$ cat config.mk
export PLATFORM = sky130hd
export DESIGN_NAME = mme_cell
export DESIGN_NICKNAME = d
export VERILOG_FILES = /design/src/hdl/mme_pkg.sv /design/src/hdl/mme_cell.sv
export SDC_FILE = /design/constraint.sdc
export NUM_CORES = 1
export LEC_CHECK = 0
export BUFFER_PORTS_ARGS = -buffer_cell sky130_fd_sc_hd__clkbuf_2
export CAP_MARGIN = 10
export CORE_MARGIN = 1
export CORE_UTILIZATION = 23
export CTS_CLUSTER_DIAMETER = 80
export DETAILED_ROUTE_END_ITERATION = 10
export PLACE_DENSITY = 0.42
export SLEW_MARGIN = 5
export SYNTH_ARGS = -nofsm -noshare
export SYNTH_HDL_FRONTEND = slang
export SYNTH_SLANG_ARGS = --single-unit
$ cat constraint.sdc
create_clock -name clk -period 8.9 [get_ports clk]
set_clock_uncertainty 0.05 [all_clocks]
set_input_delay 0.445 -clock clk [delete_from_list [all_inputs] [get_ports clk]]
set_output_delay 0.445 -clock clk [all_outputs]
set_load 0.02 [all_outputs]
$ cat src/hdl/mme_pkg.sv
// ----------------------------------------------------------------------------
// mme_pkg: shared constants, types and helpers of the matrix multiply engine
// Fixed-point Q8.8 operands, exact wide accumulation, Q16.16 saturated results.
// ----------------------------------------------------------------------------
package mme_pkg;

  localparam int MAX_DIM  = 16;
  localparam int SIZE_CAP = (MAX_DIM < 16) ? MAX_DIM : 16;
  localparam int KW       = $clog2(MAX_DIM);
  localparam int AW       = $clog2(MAX_DIM * MAX_DIM);
  localparam int PROD_W   = 32;
  localparam int ACC_W    = PROD_W + 1 + $clog2(SIZE_CAP);
  localparam int SZ_W     = 5;

  localparam logic [1:0] OP_WR_A    = 2'd0;
  localparam logic [1:0] OP_WR_B    = 2'd1;
  localparam logic [1:0] OP_COMPUTE = 2'd2;

  localparam logic [1:0] CFG_A_ROWS = 2'd0;
  localparam logic [1:0] CFG_SHARED = 2'd1;
  localparam logic [1:0] CFG_B_COLS = 2'd2;

  localparam logic [SZ_W-1:0] SIZE_RESET = 5'd16;

  typedef struct packed {
    logic          valid;
    logic          first;
    logic [KW-1:0] k;
  } mme_tok_t;

  // zero counts as one, anything above the cap counts as the cap
  function automatic logic [SZ_W-1:0] eff_size(input logic [SZ_W-1:0] r);
    if (r == '0) begin
      return SZ_W'(1);
    end else if (r > SZ_W'(SIZE_CAP)) begin
      return SZ_W'(SIZE_CAP);
    end else begin
      return r;
    end
  endfunction

  function automatic logic [AW-1:0] elem_addr(input logic [3:0] r,
                                               input logic [SZ_W-1:0] c);
    return AW'(AW'(r) * AW'(MAX_DIM) + AW'(c));
  endfunction

endpackage

$ cat src/hdl/mme_cell.sv
// ----------------------------------------------------------------------------
// mme_cell: one output column of the product chain
// Holds one column of B, multiplies it with the passing A element and
// accumulates exactly; during drain the sums shift toward column zero.
// ----------------------------------------------------------------------------
module mme_cell (
  input  logic                              clk,
  input  logic                              rst,
  input  mme_pkg::mme_tok_t                 in_tok,
  input  logic signed [15:0]                in_a,
  output mme_pkg::mme_tok_t                 out_tok,
  output logic signed [15:0]                out_a,
  input  logic                              b_we,
  input  logic [mme_pkg::KW-1:0]            b_addr,
  input  logic signed [15:0]                b_data,
  input  logic                              shift,
  input  logic signed [mme_pkg::ACC_W-1:0]  in_acc,
  output logic signed [mme_pkg::ACC_W-1:0]  acc
);

  logic signed [15:0]                 b_mem [mme_pkg::MAX_DIM];
  logic signed [15:0]                 b_q;
  logic signed [15:0]                 a_d;
  mme_pkg::mme_tok_t                  tok_d;
  mme_pkg::mme_tok_t                  tok_p;
  logic signed [mme_pkg::PROD_W-1:0]  prod;
  logic signed [mme_pkg::ACC_W-1:0]   acc_base;

  always_ff @(posedge clk) begin
    if (b_we) begin
      b_mem[b_addr] <= b_data;
    end
    b_q <= b_mem[in_tok.k];
  end

  always_ff @(posedge clk) begin
    a_d  <= in_a;
    prod <= a_d * b_q;
    if (rst) begin
      tok_d <= '0;
      tok_p <= '0;
    end else begin
      tok_d <= in_tok;
      tok_p <= tok_d;
    end
  end

  assign acc_base = tok_p.first ? '0 : acc;

  always_ff @(posedge clk) begin
    if (shift) begin
      acc <= in_acc;
    end else if (tok_p.valid) begin
      acc <= acc_base + mme_pkg::ACC_W'(prod);
    end
  end

  assign out_tok = tok_d;
  assign out_a   = a_d;

endmodule

==> After elaboration in Yosys (flattened, before gate mapping) <==
Memory sizes are Yosys's and may differ from the RTL's. A register that Yosys moved wholly into a read port is not among the register bits.
Cells that the tools add are included.
{ "totals": {"inputBits": 83, "memories": 1, "ram_bits": 256, "output_inout_bits": 59, "regBits": 93, "elab_cells": 17} }
{ "memory_table": {"columns": ["name", "depth", "width", "rd", "rd_ports_with_merged_regs", "wr", "line_no", "source"], "rows": [
  ["b_mem", 16, 16, 1, 1, 1, "mme_cell.sv:21", "logic signed [15:0] b_mem [mme_pkg::MAX_DIM];"]
]} }
{ "op_classes": {"muxes": 5, "multipliers": 1, "add_sub_neg": 1, "n_reduce_logical": 1} }
{ "op_table": {"columns": ["operator", "n"], "rows": [
  ["$mux W37", 3],
  ["$add A37 B32 Y37", 1],
  ["$mul A16 B16 Y32", 1],
  ["$mux W1", 2],
  ["$reduce_bool A2 Y1", 1]
]} }

==> Logic depth before layout (Yosys ltp) <==
Gate-level depths: netlist of the first run.
{ "logic_depth": {"word_depth": 4, "ltp_mapped": 23} }

==> Worst setup path after synthesis of the first run <==
No wires, ideal clock.
{ "synth_path": {"path_type": "reg-to-reg", "from": "reg a_d[15], in the netlist out_a[15]", "to": "reg prod[31] (netlist name)", "slack_ps": 2845, "period_less_slack_ps": 6055, "setup_time_ps": 121, "stages_incl_launch_ff": 21, "t_required_ps": 8729, "arrival_time_ps": 5885, "path_cell_list": "dfxtp_1 clkbuf_1 nand2_1 inv_1 fa_1 fa_1 fa_1 fa_1 fa_1 inv_1 fa_1 inv_1 ha_1 clkbuf_1 nand3_1 or3_1 o211ai_1 a31oi_1 o41ai_1 a21oi_1 xnor2_1"} }
{ "synth_via": {"elab_chain_len": 1} }
{ "synth_rtl": {"columns": ["item", "line_no", "source"], "rows": [
  ["start, declared", "mme_cell.sv:23", "logic signed [15:0] a_d;"],
  ["start signal, assigned", "mme_cell.sv:37", "a_d <= in_a;"],
  ["$mul A16 B16 Y32", "mme_cell.sv:38", "prod <= a_d * b_q;"],
  ["end signal, assigned", "mme_cell.sv:38", null],
  ["end, declared", "mme_cell.sv:26", "logic signed [mme_pkg::PROD_W-1:0] prod;"]
]} }
Every way passes these cells.
A chain may end at the register's enable or synchronous reset.

==> Worst setup path in the final report of the first run <==
{ "layout_path": {"from": "reg a_d[7], in the netlist out_a[7]", "to": "reg prod[31] (netlist name)"} }
The elaborated chain is that of the path after synthesis.

==> results.md, run 1 <==
- Of all flip-flops after synthesis, the portion carrying an async set or reset was 0%.
- The number of hold-slack violations in the final timing report was 0.
- The ratio of final minimum period to clock period is 77.5%.
- The area growth from synthesis to layout is 16.6%.
- The overall via count from detail_route is 15,200.
- In this run the worst path has a maximum fanout of 17.
- The startpoint of the most critical hold path is in_acc[1].
- The instance count along the most critical hold path is 3.
- Summed over all layers, the global routing overflow is 0.
- The number of warnings printed during yosys synthesis is 0.
- Counting every instance in the synthesized netlist gives 1,974.
- The floorplan core area is 107,000 sq um.
- TritonCTS built the clock tree.
- In the routed layout, each cell is associated on average with a via count of roughly 4.3.
- The count of routing violations after the opening detailed-route iteration is 929.
- The number of synthesized register bits is 365.
- From bottom edge to top edge, the die measures 330 um.
- The max-slew violation count came to 0.
- The via count of the first global-routing pass came to 17,000.
- The slew at the pin with the worst max-slew slack is 1.18 ns.
- The most common library cell in the layout ignoring fill and taps is sky130_fd_sc_hd__inv_1.
- The data required time of the worst path is 9.32 ns.
- For the worst-skew pair, the clock arrives at the later sink with an insertion delay of 0.60 ns.
- The maximum level of the CTS H-tree is 2.
- The count of standard-cell rows is 120.
- In this run the register-to-register setup slack is 2.00 ns.
- The tree is rooted in a sky130_fd_sc_hd__clkbuf_16.
- The x dimension of the die is 330 um.
- After layout, the minimum clock period comes to 6.90 ns.
- The share of the synthesized area in the top cell type is 35.5%.
- The cell with the most instances on the worst path is sky130_fd_sc_hd__fa_1.
- For hold timing, the worst endpoint is acc[1].
- Summed over all failing endpoints, the final setup total negative slack is 0 ns.
- Setup violations remaining at the end of the flow were counted as 0.
- The number of gates on the worst path with buffers counted is 21.
- The run finished with clean final reports.
- The number of buffers inserted during clock tree synthesis is 45.
- The number of buffers and inverters on the critical path is 5.
- Headroom to the max-slew limit came out at 21.0%.
- Dividing the synthesized area by the synthesized cell count gives 12.6 sq um.
- The sequential cell area fraction in the yosys report is 41.3%.
- STA classifies the critical path startpoint as a flop.
- For the worst setup path, the data arrival time is 7.31 ns.
- The worst-case clock buffer depth is 3.
- The post-CTS resize count is 0.
- The number of buffers added on ports is 141.
- The net count after synthesis is around 2,400.
- On the worst path, the slowest cell contributes a delay of 1.10 ns.
- The type of the setup path with the least slack is flop to flop.
- The die covers 109,000 sq um.
- The kind of end point of the critical path is a flop.
- Measured in cells, the most critical reg-to-reg path has a length of 21.
- The startpoint of the most critical register-to-register path is out_a[7].
- The post-detailed-route count of antenna-violating nets is 0.
- Leaving out fill and tap cells, the most frequent cells in the layout are sky130_fd_sc_hd__inv_1 (298), sky130_fd_sc_hd__edfxtp_1 (293), sky130_fd_sc_hd__fa_1 (263), sky130_fd_sc_hd__nand2_1 (184), sky130_fd_sc_hd__clkbuf_2 (140).
- The total DRC errors in the routed layout is 0.
- For this design, the sink count on the clock tree is 365.
- Summing every instance area after synthesis gives 24,800 sq um.
- The initial antenna violation count came to 3.
- The gate family responsible for the most delay along the worst path is adder cells.
- Cells with a size suffix above 1 make up approximately 16% of the layout.
- The path type of the worst min-delay path is input port to flop.
- In the post-synthesis netlist, the biggest area contributors are sky130_fd_sc_hd__edfxtp_1 (35%), sky130_fd_sc_hd__fa_1 (21%), sky130_fd_sc_hd__mux4_2 (7.3%).
- 142 I/O pins were placed.
- Traced cell by cell, the critical path runs through nand2_1 -> fa_1 -> inv_1 -> fa_1 -> inv_1 -> fa_1 -> inv_1 -> fa_1 -> fa_1 -> inv_1 -> fa_1 -> inv_1 -> ha_1 -> o21a_1 -> o211ai_1 -> or3_1 -> o211ai_1 -> a31oi_1 -> o41ai_1 -> a21oi_1 -> xnor2_1.
- Routability-driven placement finished with a final weighted congestion of 0.829.
- The slowest cell on the critical path is sky130_fd_sc_hd__dfxtp_1.
- Entering global routing, the biggest net connects 66 pins.
- The net count of the finished layout is 2,600.
- Max-cap violations in this run came to 0.
- The most critical setup path has its startpoint at out_a[7].
- The first global-routing pass estimated a little over 100 mm of wire.
- The HPWL after detailed placement is 48.1 mm.
- The detailed-router iteration count before antenna repair is 4.
- The clock transition time at the flip-flop clock pins of the worst setup and hold paths is 0.06 ns.
- The starting density of the core is 23.2%.
- The global-route usage over all layers is 12.5%.
- Among all flip-flop cells after synthesis, the most frequent one is sky130_fd_sc_hd__edfxtp_1.
- The number of distinct standard cells referenced by the synthesized netlist is between 70 and 80.
- Static timing analysis puts the maximum clock frequency at 0.145 GHz.
- The hold-fix buffer count after cts is 18.
- The largest total area in the synthesized netlist belongs to sky130_fd_sc_hd__edfxtp_1.
- Yosys mapped a number of flops with a built-in enable equal to around 300.
- After detailed routing, the average wire length per cell comes to 18.7 um.
- Setup repair after global routing left no endpoint under its margin.
- Summed over all layers, the routed wires come to 66.9 mm.
- The reg-to-reg endpoint is prod[31].
- Post-CTS timing repair inserted 0 buffers for setup.
## tightest hold or removal path, cell delays in order
cell and delay, ns:
sky130_fd_sc_hd__clkbuf_2 0.07, sky130_fd_sc_hd__nand2_1 0.04, sky130_fd_sc_hd__o21ai_0 0.06
## per-layer routing
layer	part of all wire [%]	up-vias	global-route usage, %	wire, um
li1	-	7014	-	-
met1	47	7834	16.8	31300
met2	47	301	20.9	31300
met3	4.5	86	2.44	3030
met4	1.8	6	2.53	1180
met5	0.060	-	0	40
## Yosys cell counts (all sizes together), types with 16 or more instances
library cell    n
inv           298
edfxtp        293
fa            263
nand2         184
and2          127
ha            118
mux4           80
dfxtp          72
o21ai          57
clkbuf         56
nor2           56
a21oi          52
nor2b          48
xnor2          39
a21o           25
nor3           17
xor2           16
## kinds of logic (layout without fill, tap and decap cells)
| family | Yosys count | after routing | share of synthesized area [%] |
|---|---|---|---|
| buffers and inverters | 365 | 562 | 5.75 |
| adder cells (fa/ha/maj) | 381 | 381 | 27.2 |
| AO/OA/AOI/OAI | 229 | 229 | 6.27 |
| multiplexers | 81 | 81 | 7.31 |
| other | 0 | 1 | 0 |
| AND/OR/NAND/NOR | 498 | 498 | 10.2 |
| flip-flops | 365 | 365 | 41.3 |
| XOR/XNOR | 55 | 55 | 1.94 |
## per-stage QoR
| step | cells | setup slack (ns) | cell area [sq um] | hold WS (ns) | utilization, % |
|---|---|---|---|---|---|
| floorplan | 1974 | 2.84 | 24800 | 0.423 | - |
| global placement | 3474 | 2.05 | 27100 | 0.499 | 25.4 |
| detailed placement | 3474 | 2.05 | 27100 | 0.500 | 25.4 |
| CTS | 3574 | 2.02 | 28900 | 0.0328 | 27.0 |
| global route | 3574 | 1.66 | 28900 | 0.0621 | 27.0 |
| finish | 3575 | 2.00 | 28900 | 0.0863 | 27.0 |
## state kept, by name (all words and copies together), names as in the netlist
name,flops
b_mem,256
acc,37
prod,32
b_q,16
out_a,16
out_tok,6
tok_p,2
## how the worst max path moves through the flow
stage,to
floorplan,prod[31]
global placement,prod[30]
detailed placement,prod[30]
CTS,prod[31]
global route,prod[31]
finish,prod[31]
## final cells by class
class                      count  area, sq um
timing repair buffer         182         1060
tap                         1403         1760
fill                       11200        78000
multi-input combinational   1244        13100
sequential                   365        10200
inverter                     298         1120
clock inverter                28          400
antenna                        1         2.50
clock buffer                  54         1180
Power of run 1 is left out: the tool's default activity adds up to more than one toggle a clock period on the data nets, which glitch-free logic cannot reach.
==> run 2, diff against run 1 <==
- clock period: 8.9 -> 6.6 ns (I/O delays scaled with it)
==> results.md, run 2 (synthesis gave the netlist of run 1 again) <==
- The global routing met2 resource utilization is 20.5% (-0.35 points).
- The slew at the pin with the worst max-slew slack came to 1.13 ns (-0.0525 ns).
- TritonCTS built the clock tree.
- The starting density of the core is 23.2% (unchanged).
- In the layout the commonest cells are sky130_fd_sc_hd__inv_1 (298), sky130_fd_sc_hd__edfxtp_1 (293), sky130_fd_sc_hd__fa_1 (263), sky130_fd_sc_hd__nand2_1 (184), sky130_fd_sc_hd__clkbuf_2 (140).
- The final setup violation count is 0 (unchanged).
- The minimum setup slack after placement was 0.226 ns (-1.82 ns).
- The post-CTS setup repair buffer count is 0 (unchanged).
- The max-slew violation count is 0 (unchanged).
- The wire length per cell after detailed routing was 18.2 um (-2.8%).
- The slowest stage of the critical path belongs to the cell sky130_fd_sc_hd__a2111oi_0.
- The total DRC errors in the routed layout is 0 (unchanged).
- The gate family responsible for the most delay along the worst path is adder cells.
- The ratio of final minimum period to clock period is 94.7% (+17 points).
- The count of standard-cell rows is 120 (unchanged).
- The first-pass GRT wire length is 102 mm (-0.79%).
- The path class of the tightest hold or removal check is input port to flop.
- The signed area change from the synthesized netlist to the final layout is 18.6%.
- The number of buffers added on ports is 141 (unchanged).
- The initial antenna violation count is 7 (+4).
- The net count of the finished layout is 2,667 (+2.6%).
- The worst-case clock buffer depth is 3 (unchanged).
- The number of antenna cells inserted is 0 (-1).
- The global-route track usage on met1 is 16.4% (-0.37 points).
- The endpoint identified for the worst register-to-register timing path is prod[31].
- The largest net degree at the start of global routing is 80 (+21%).
- In this run the clock root is driven by a sky130_fd_sc_hd__clkbuf_16.
- The number of cells traversed by the worst register-to-register path is 19 (-9.5%).
- The delay of the slowest critical-path stage is 0.66 ns (-0.44 ns).
- The global routing usage on met3 came to 2.64% (+0.19 points).
- The vias per cell is 4.22 (-0.94%).
- The worst-case headroom to the max-slew limit is 24.3% (+3.3 points).
- The overall via count from detail_route is 15,400 (+0.86%).
- The number of buffers inserted during clock tree synthesis was 47 (+4.4%).
- The die extent in y is 330 um (unchanged).
- The busiest metal layer after global routing is met2.
- The die footprint was 109,000 sq um (unchanged).
- The maximum level of the CTS H-tree is 2 (unchanged).
- The count of routing violations after the opening detailed-route iteration is 791 (-15%).
- Counting stages on the worst path, the most repeated cell is sky130_fd_sc_hd__fa_1.
- The minimum setup slack in the final design is 0.347 ns (-1.66 ns).
- The global-route usage over all layers is 12.3% (-0.16 points).
- The instance count along the most critical hold path is 2 (-1).
- The clock transition time at the flip-flop clock pins of the worst setup and hold paths is 0.06 ns (about the same).
- The maximum clock frequency came to 0.160 GHz (+10%).
- The run finished with clean final reports.
- The worst reg-to-reg setup slack was 0.35 ns (-1.66 ns).
- The clock sink total came to 365 (unchanged).
- The insertion delay to the later sink of the worst-skew pair is 0.60 ns (about the same).
- The end of the worst hold path is acc[0].
- The number of flip-flops under the largest register name is 256 (unchanged).
- The filler cell count in the final layout is 11,100 (-0.39%).
- The fraction of layout cells with a size suffix above 1 came to 17.0% (+1.1 points).
- The most common library cell in the layout ignoring fill and taps is sky130_fd_sc_hd__inv_1.
- The number of buffers and inverters on the critical path is 3 (-2).
- The number of top-level design ports is 142 (unchanged).
- The most flop-heavy register is b_mem.
- The reported max-cap violation count was 0 (unchanged).
- The maximum fanout encountered on the critical timing path came to 8 (-9).
- The via count of the first global-routing pass came to 17,200 (+1.1%).
- The x dimension of the die is 330 um (unchanged).
- The startpoint identified for the worst register-to-register timing path is out_a[6].
- The detailed-router iteration count before antenna repair is 5 (+1).
- The post-detailed-route count of antenna-violating nets is 0 (unchanged).
- The worst setup path is captured at a flop.
- The number of hold-slack violations in the final timing report is 0 (unchanged).
- The final-layout worst hold slack was 0.0356 ns (-0.0507 ns).
- The sum of overflow across all layers after global routing came to 0 (unchanged).
- In this run the most critical hold path is launched from in_acc[0].
- The critical path arrival is 6.73 ns (-0.58 ns).
- The HPWL after detailed placement is 48.9 mm (+1.8%).
- The clock period minus worst slack came to 6.25 ns (-0.643 ns).
- The largest registers in the layout are b_mem: 256 flops, acc: 37 flops, prod: 32 flops.
- The type of element launching the critical path is a flop.
- The floorplan core area is 107,000 sq um (unchanged).
- The last weighted congestion value of the routability-driven placer is 0.793 (-4.4%).
- The data required time of the worst path is 7.08 ns (-2.24 ns).
- The routed wire length is 66.2 mm (-1.0%).
- The type of the setup path with the least slack is flop to flop.
- The signal on the critical path passes through buf_4 -> buf_4 -> nand2_1 -> fa_1 -> fa_1 -> fa_1 -> inv_1 -> ha_1 -> fa_1 -> fa_1 -> ha_1 -> a2111oi_0 -> a211oi_2 -> a21oi_1 -> o211ai_1 -> a31oi_1 -> o41ai_1 -> a21oi_1 -> xnor2_1.
run 2: changes by cell type in the layout (fill, tap and decap cells not counted), moves of 2 or more:
cell,previous run,this run
sky130_fd_sc_hd__clkinv_1,4,8
sky130_fd_sc_hd__clkbuf_16,45,48
sky130_fd_sc_hd__inv_8,0,2
sky130_fd_sc_hd__clkbuf_8,2,0
sky130_fd_sc_hd__dfxtp_1,72,67
sky130_fd_sc_hd__dlygate4sd3_1,18,51
sky130_fd_sc_hd__clkinv_4,3,1
sky130_fd_sc_hd__dfxtp_2,0,5
sky130_fd_sc_hd__bufinv_16,8,3
sky130_fd_sc_hd__buf_4,24,56
run 2: layout make-up:
class	count	area, sq um	share of cell area (%)
clock buffer	55	1230	4.17
multi-input combinational	1244	13100	44.7
clock inverter	28	275	0.936
inverter	298	1120	3.80
sequential	365	10200	34.8
tap	1403	1760	5.97
timing repair buffer	247	1630	5.55
run 2: metal layers:
layer / wire, um / vias up
li1: - / 7140
met1: 30800 / 7855
met2: 30800 / 281
met3: 3340 / 86
met4: 1180 / 10
met5: 63 / -
run 2: through the flow:
stage	setup TNS, ns	cells	util, %	instance area, sq um
floorplan	0	1974	-	24800
global route	-0.0675	3640	27.5	29400
finish	0	3640	27.5	29400
global placement	0	3506	25.6	27400
CTS	0	3640	27.5	29400
detailed placement	0	3506	25.6	27400
run 2: how the worst max path moves through the flow:
stage | startpoint | to | slack (ns) | cells after the start
finish | out_a[6] | prod[31] | 0.35 | 19
global route | out_a[6] | prod[31] | -0.07 | 19
CTS | b_q[1] | prod[31] | 0.21 | 17
detailed placement | b_q[1] | prod[30] | 0.23 | 19
global placement | out_a[6] | prod[31] | 0.27 | 19
floorplan | out_a[15] | prod[31] | 0.54 | 20
run 2: worst register-to-register path, cell delays in order, from the launching register on:
cell	delay, ns
sky130_fd_sc_hd__dfxtp_1	0.55
sky130_fd_sc_hd__buf_4	0.23
sky130_fd_sc_hd__buf_4	0.16
sky130_fd_sc_hd__nand2_1	0.07
sky130_fd_sc_hd__fa_1	0.47
sky130_fd_sc_hd__fa_1	0.49
sky130_fd_sc_hd__fa_1	0.55
sky130_fd_sc_hd__inv_1	0.05
sky130_fd_sc_hd__ha_1	0.29
sky130_fd_sc_hd__fa_1	0.50
sky130_fd_sc_hd__fa_1	0.41
sky130_fd_sc_hd__ha_1	0.40
sky130_fd_sc_hd__a2111oi_0	0.67
sky130_fd_sc_hd__a211oi_2	0.12
sky130_fd_sc_hd__a21oi_1	0.28
sky130_fd_sc_hd__o211ai_1	0.20
sky130_fd_sc_hd__a31oi_1	0.28
sky130_fd_sc_hd__o41ai_1	0.11
sky130_fd_sc_hd__a21oi_1	0.17
sky130_fd_sc_hd__xnor2_1	0.13
run 2: timing repair:
| action | CTS | global route |
|---|---|---|
| hold endpoints to repair | 51 | 0 |
| hold buffers | 51 | 0 |
| gates resized for setup | 0 | 7 |
| endpoints found under the setup margin | 0 | 3 |
Power of run 2 is left out for the same reason.
==> run 3, diff against run 2 <==
- PLACE_DENSITY: 0.42 -> 0.38
==> results.md, run 3 (synthesis gave the netlist of run 1 again) <==
- The clock period minus worst slack is 6.29 ns (+0.0395 ns).
- The path type of the worst min-delay path is input port to flop.
- In the final layout, the registers with the most flip-flops are b_mem: 256 flops, acc: 37 flops, prod: 32 flops.
- The via count of the first global-routing pass is 17,200 (-0.23%).
- The data required time of the worst path is 7.08 ns (about the same).
- The signal on the critical path passes through nand2_1 -> fa_1 -> fa_1 -> inv_1 -> fa_1 -> fa_1 -> fa_1 -> inv_1 -> fa_1 -> inv_1 -> ha_1 -> nand3_1 -> or2_2 -> o32ai_2 -> a2111oi_1 -> or3_1 -> o311ai_2.
- The initial antenna violation count is 6 (-1).
- The critical path arrival is 6.77 ns (+0.04 ns).
- The post-detailed-route count of antenna-violating nets came to 0 (unchanged).
- For this design, the slowest cell found on the critical path is sky130_fd_sc_hd__dfxtp_1.
- The final setup violation count is 0 (unchanged).
- The cell sitting at the root of the clock tree is a sky130_fd_sc_hd__clkbuf_16.
- The number of buffers inserted during clock tree synthesis came to 47 (unchanged).
- The maximum clock frequency is 0.159 GHz (-0.63%).
- The first-pass GRT wire length is 104 mm (+1.7%).
- The x dimension of the die is 330 um (unchanged).
- The number of flip-flops under the largest register name is 256 (unchanged).
- The die extent in y is 330 um (unchanged).
- The starting density of the core is 23.2% (unchanged).
- The type of element launching the critical path is a flop.
- The HPWL after detailed placement is 49.6 mm (+1.4%).
- The count of routing violations after the opening detailed-route iteration is 797 (+0.76%).
- The number of buffers added on ports came to 141 (unchanged).
- The minimum setup slack after placement is 0.120 ns (-0.106 ns).
- In this run the critical register-to-register path is captured at prod[30].
- The overall via count from detail_route is 15,300 (-0.53%).
- The ratio of final minimum period to clock period is 95.3% (+0.60 points).
- The core occupancy in the finished layout came to 27.7% (+0.16 points).
- The clock transition time at the flip-flop clock pins of the worst setup and hold paths is 0.06 ns (about the same).
- The floorplan core area came to 107,000 sq um (unchanged).
- The worst hold path begins at b_data[5].
- The instance count along the most critical hold path is 1 (-1).
- The maximum level of the CTS H-tree is 2 (unchanged).
- The post-CTS setup repair buffer count is 0 (unchanged).
- The signed area change from the synthesized netlist to the final layout is 19.3%.
- The flow ran to the end, and the final reports show no timing, DRC or antenna violations.
- The number of cells traversed by the worst register-to-register path is 17 (-2).
- The register with the most flip-flops in the final layout is b_mem.
- The worst-case headroom to the max-slew limit was 26.6% (+2.3 points).
- The die footprint came to 109,000 sq um (unchanged).
- The largest net degree at the start of global routing is 66 (-18%).
- Setup repair after global routing left no endpoint under its margin.
- The reported max-cap violation count is 0 (unchanged).
- The worst-case clock buffer depth was 3 (unchanged).
- The library cell used most frequently in the layout, excluding fill and tap cells, is sky130_fd_sc_hd__inv_1.
- The insertion delay to the later sink of the worst-skew pair was 0.64 ns (+0.04 ns).
- The delay of the slowest critical-path stage is 0.78 ns (+0.12 ns).
- The net count of the finished layout is 2,669 (+0.075%).
- TritonCTS built the clock tree.
- The type of the setup path with the least slack is flop to flop.
- For hold timing, the worst endpoint is b_mem[1][5].
- The routed wire length is 67.7 mm (+2.4%).
- The filler cell count in the final layout is 11,100 (+0.036%).
- The detailed-router iteration count before antenna repair is 5 (unchanged).
- The vias per cell is 4.19 (-0.75%).
- The max-slew violation count was 0 (unchanged).
- The last weighted congestion value of the routability-driven placer was 0.806 (+1.6%).
- The slew at the pin with the worst max-slew slack came to 1.10 ns (-0.0304 ns).
- The number of top-level design ports is 142 (unchanged).
- The kind of end point of the critical path is a flop.
- The summed negative setup slack over all endpoints is 0 ns (unchanged).
- The worst register-to-register path begins at b_q[13].
- The fraction of layout cells with a size suffix above 1 came to 17.1% (+0.081 points).
- The sum of overflow across all layers after global routing is 0 (unchanged).
- The wire length per cell after detailed routing is 18.6 um (+2.1%).
- The number of hold-slack violations in the final timing report is 0 (unchanged).
- The count of standard-cell rows is 120 (unchanged).
- The global-route usage over all layers is 12.7% (+0.35 points).
- The library cells used most frequently in the layout, excluding fill and tap cells, are sky130_fd_sc_hd__inv_1 (298), sky130_fd_sc_hd__edfxtp_1 (293), sky130_fd_sc_hd__fa_1 (262), sky130_fd_sc_hd__nand2_1 (184), sky130_fd_sc_hd__clkbuf_2 (138).
- The minimum setup slack in the final design came to 0.308 ns (-0.0395 ns).
- The clock sink total was 365 (unchanged).
- The maximum fanout encountered on the critical timing path is 16 (+8).
- The worst reg-to-reg setup slack is 0.31 ns (-0.04 ns).
- The cell with the most instances on the worst path is sky130_fd_sc_hd__fa_1.
- In this run the worst setup path begins at b_q[13].
- The total DRC errors in the routed layout was 0 (unchanged).
-- run 3: cell types whose count changed in the layout (fill, tap and decap cells not counted), moves of 2 or more --
cell / before / now
sky130_fd_sc_hd__buf_2: 0 / 2
sky130_fd_sc_hd__clkbuf_2: 140 / 138
sky130_fd_sc_hd__dlygate4sd3_1: 51 / 55
sky130_fd_sc_hd__inv_8: 2 / 0
sky130_fd_sc_hd__bufinv_16: 3 / 7
sky130_fd_sc_hd__clkbuf_1: 7 / 10
sky130_fd_sc_hd__buf_4: 56 / 54
sky130_fd_sc_hd__clkinv_16: 1 / 3
sky130_fd_sc_hd__clkinv_1: 8 / 6
sky130_fd_sc_hd__clkbuf_8: 0 / 2
-- run 3: critical path, delay by kind of cell, from the launching register on --
kind,cells,cell delay [ns]
compound gates,3,0.95
fa+ha+maj,7,3.27
buf+inv,3,0.14
flops,1,0.78
simple gates,4,1.01
-- run 3: layout make-up --
| class | count | area (sq um) | area share, % |
|---|---|---|---|
| Antenna cell | 1 | 2.50 | 0.00846 |
| Multi-Input combinational cell | 1244 | 13100 | 44.4 |
| Clock buffer | 59 | 1240 | 4.20 |
| Inverter | 298 | 1120 | 3.78 |
| Timing Repair Buffer | 249 | 1660 | 5.60 |
| Tap cell | 1403 | 1760 | 5.94 |
| Sequential cell | 365 | 10200 | 34.6 |
| Clock inverter | 29 | 409 | 1.38 |
-- run 3: routing by layer --
metal | vias up | routed length [um] | global-route usage [%]
li1 | 7151 | - | -
met1 | 7768 | 32000 | 17.1
met2 | 288 | 31600 | 21.2
met3 | 77 | 2920 | 2.15
met4 | 6 | 1170 | 2.98
met5 | - | 43 | 0
-- run 3: timing repair --
action	in CTS	in global routing
hold endpoints to repair	58	0
gates resized for setup	0	8
setup endpoints to repair	0	3
hold buffers	55	0
-- run 3: how the worst max path moves through the flow --
stage	slack, ns	depth (start not counted)	end
after floorplan	0.54	20	prod[31]
after global placement	0.26	17	prod[30]
after detailed placement	0.12	19	prod[30]
after CTS	0.11	19	prod[30]
after global routing	0.04	22	prod[31]
final	0.31	17	prod[30]
-- run 3: stage by stage --
step | hold WS (ns) | std cells | area [sq um]
3_3_place_gp | 0.387 | 3504 | 27400
4_1_cts | 0.00254 | 3647 | 29600
3_5_place_dp | 0.385 | 3504 | 27400
5_1_grt | 0.0275 | 3647 | 29600
6_report | 0.0473 | 3648 | 29600
2_1_floorplan | 0.308 | 1974 | 24800
Power of run 3 is left out for the same reason.
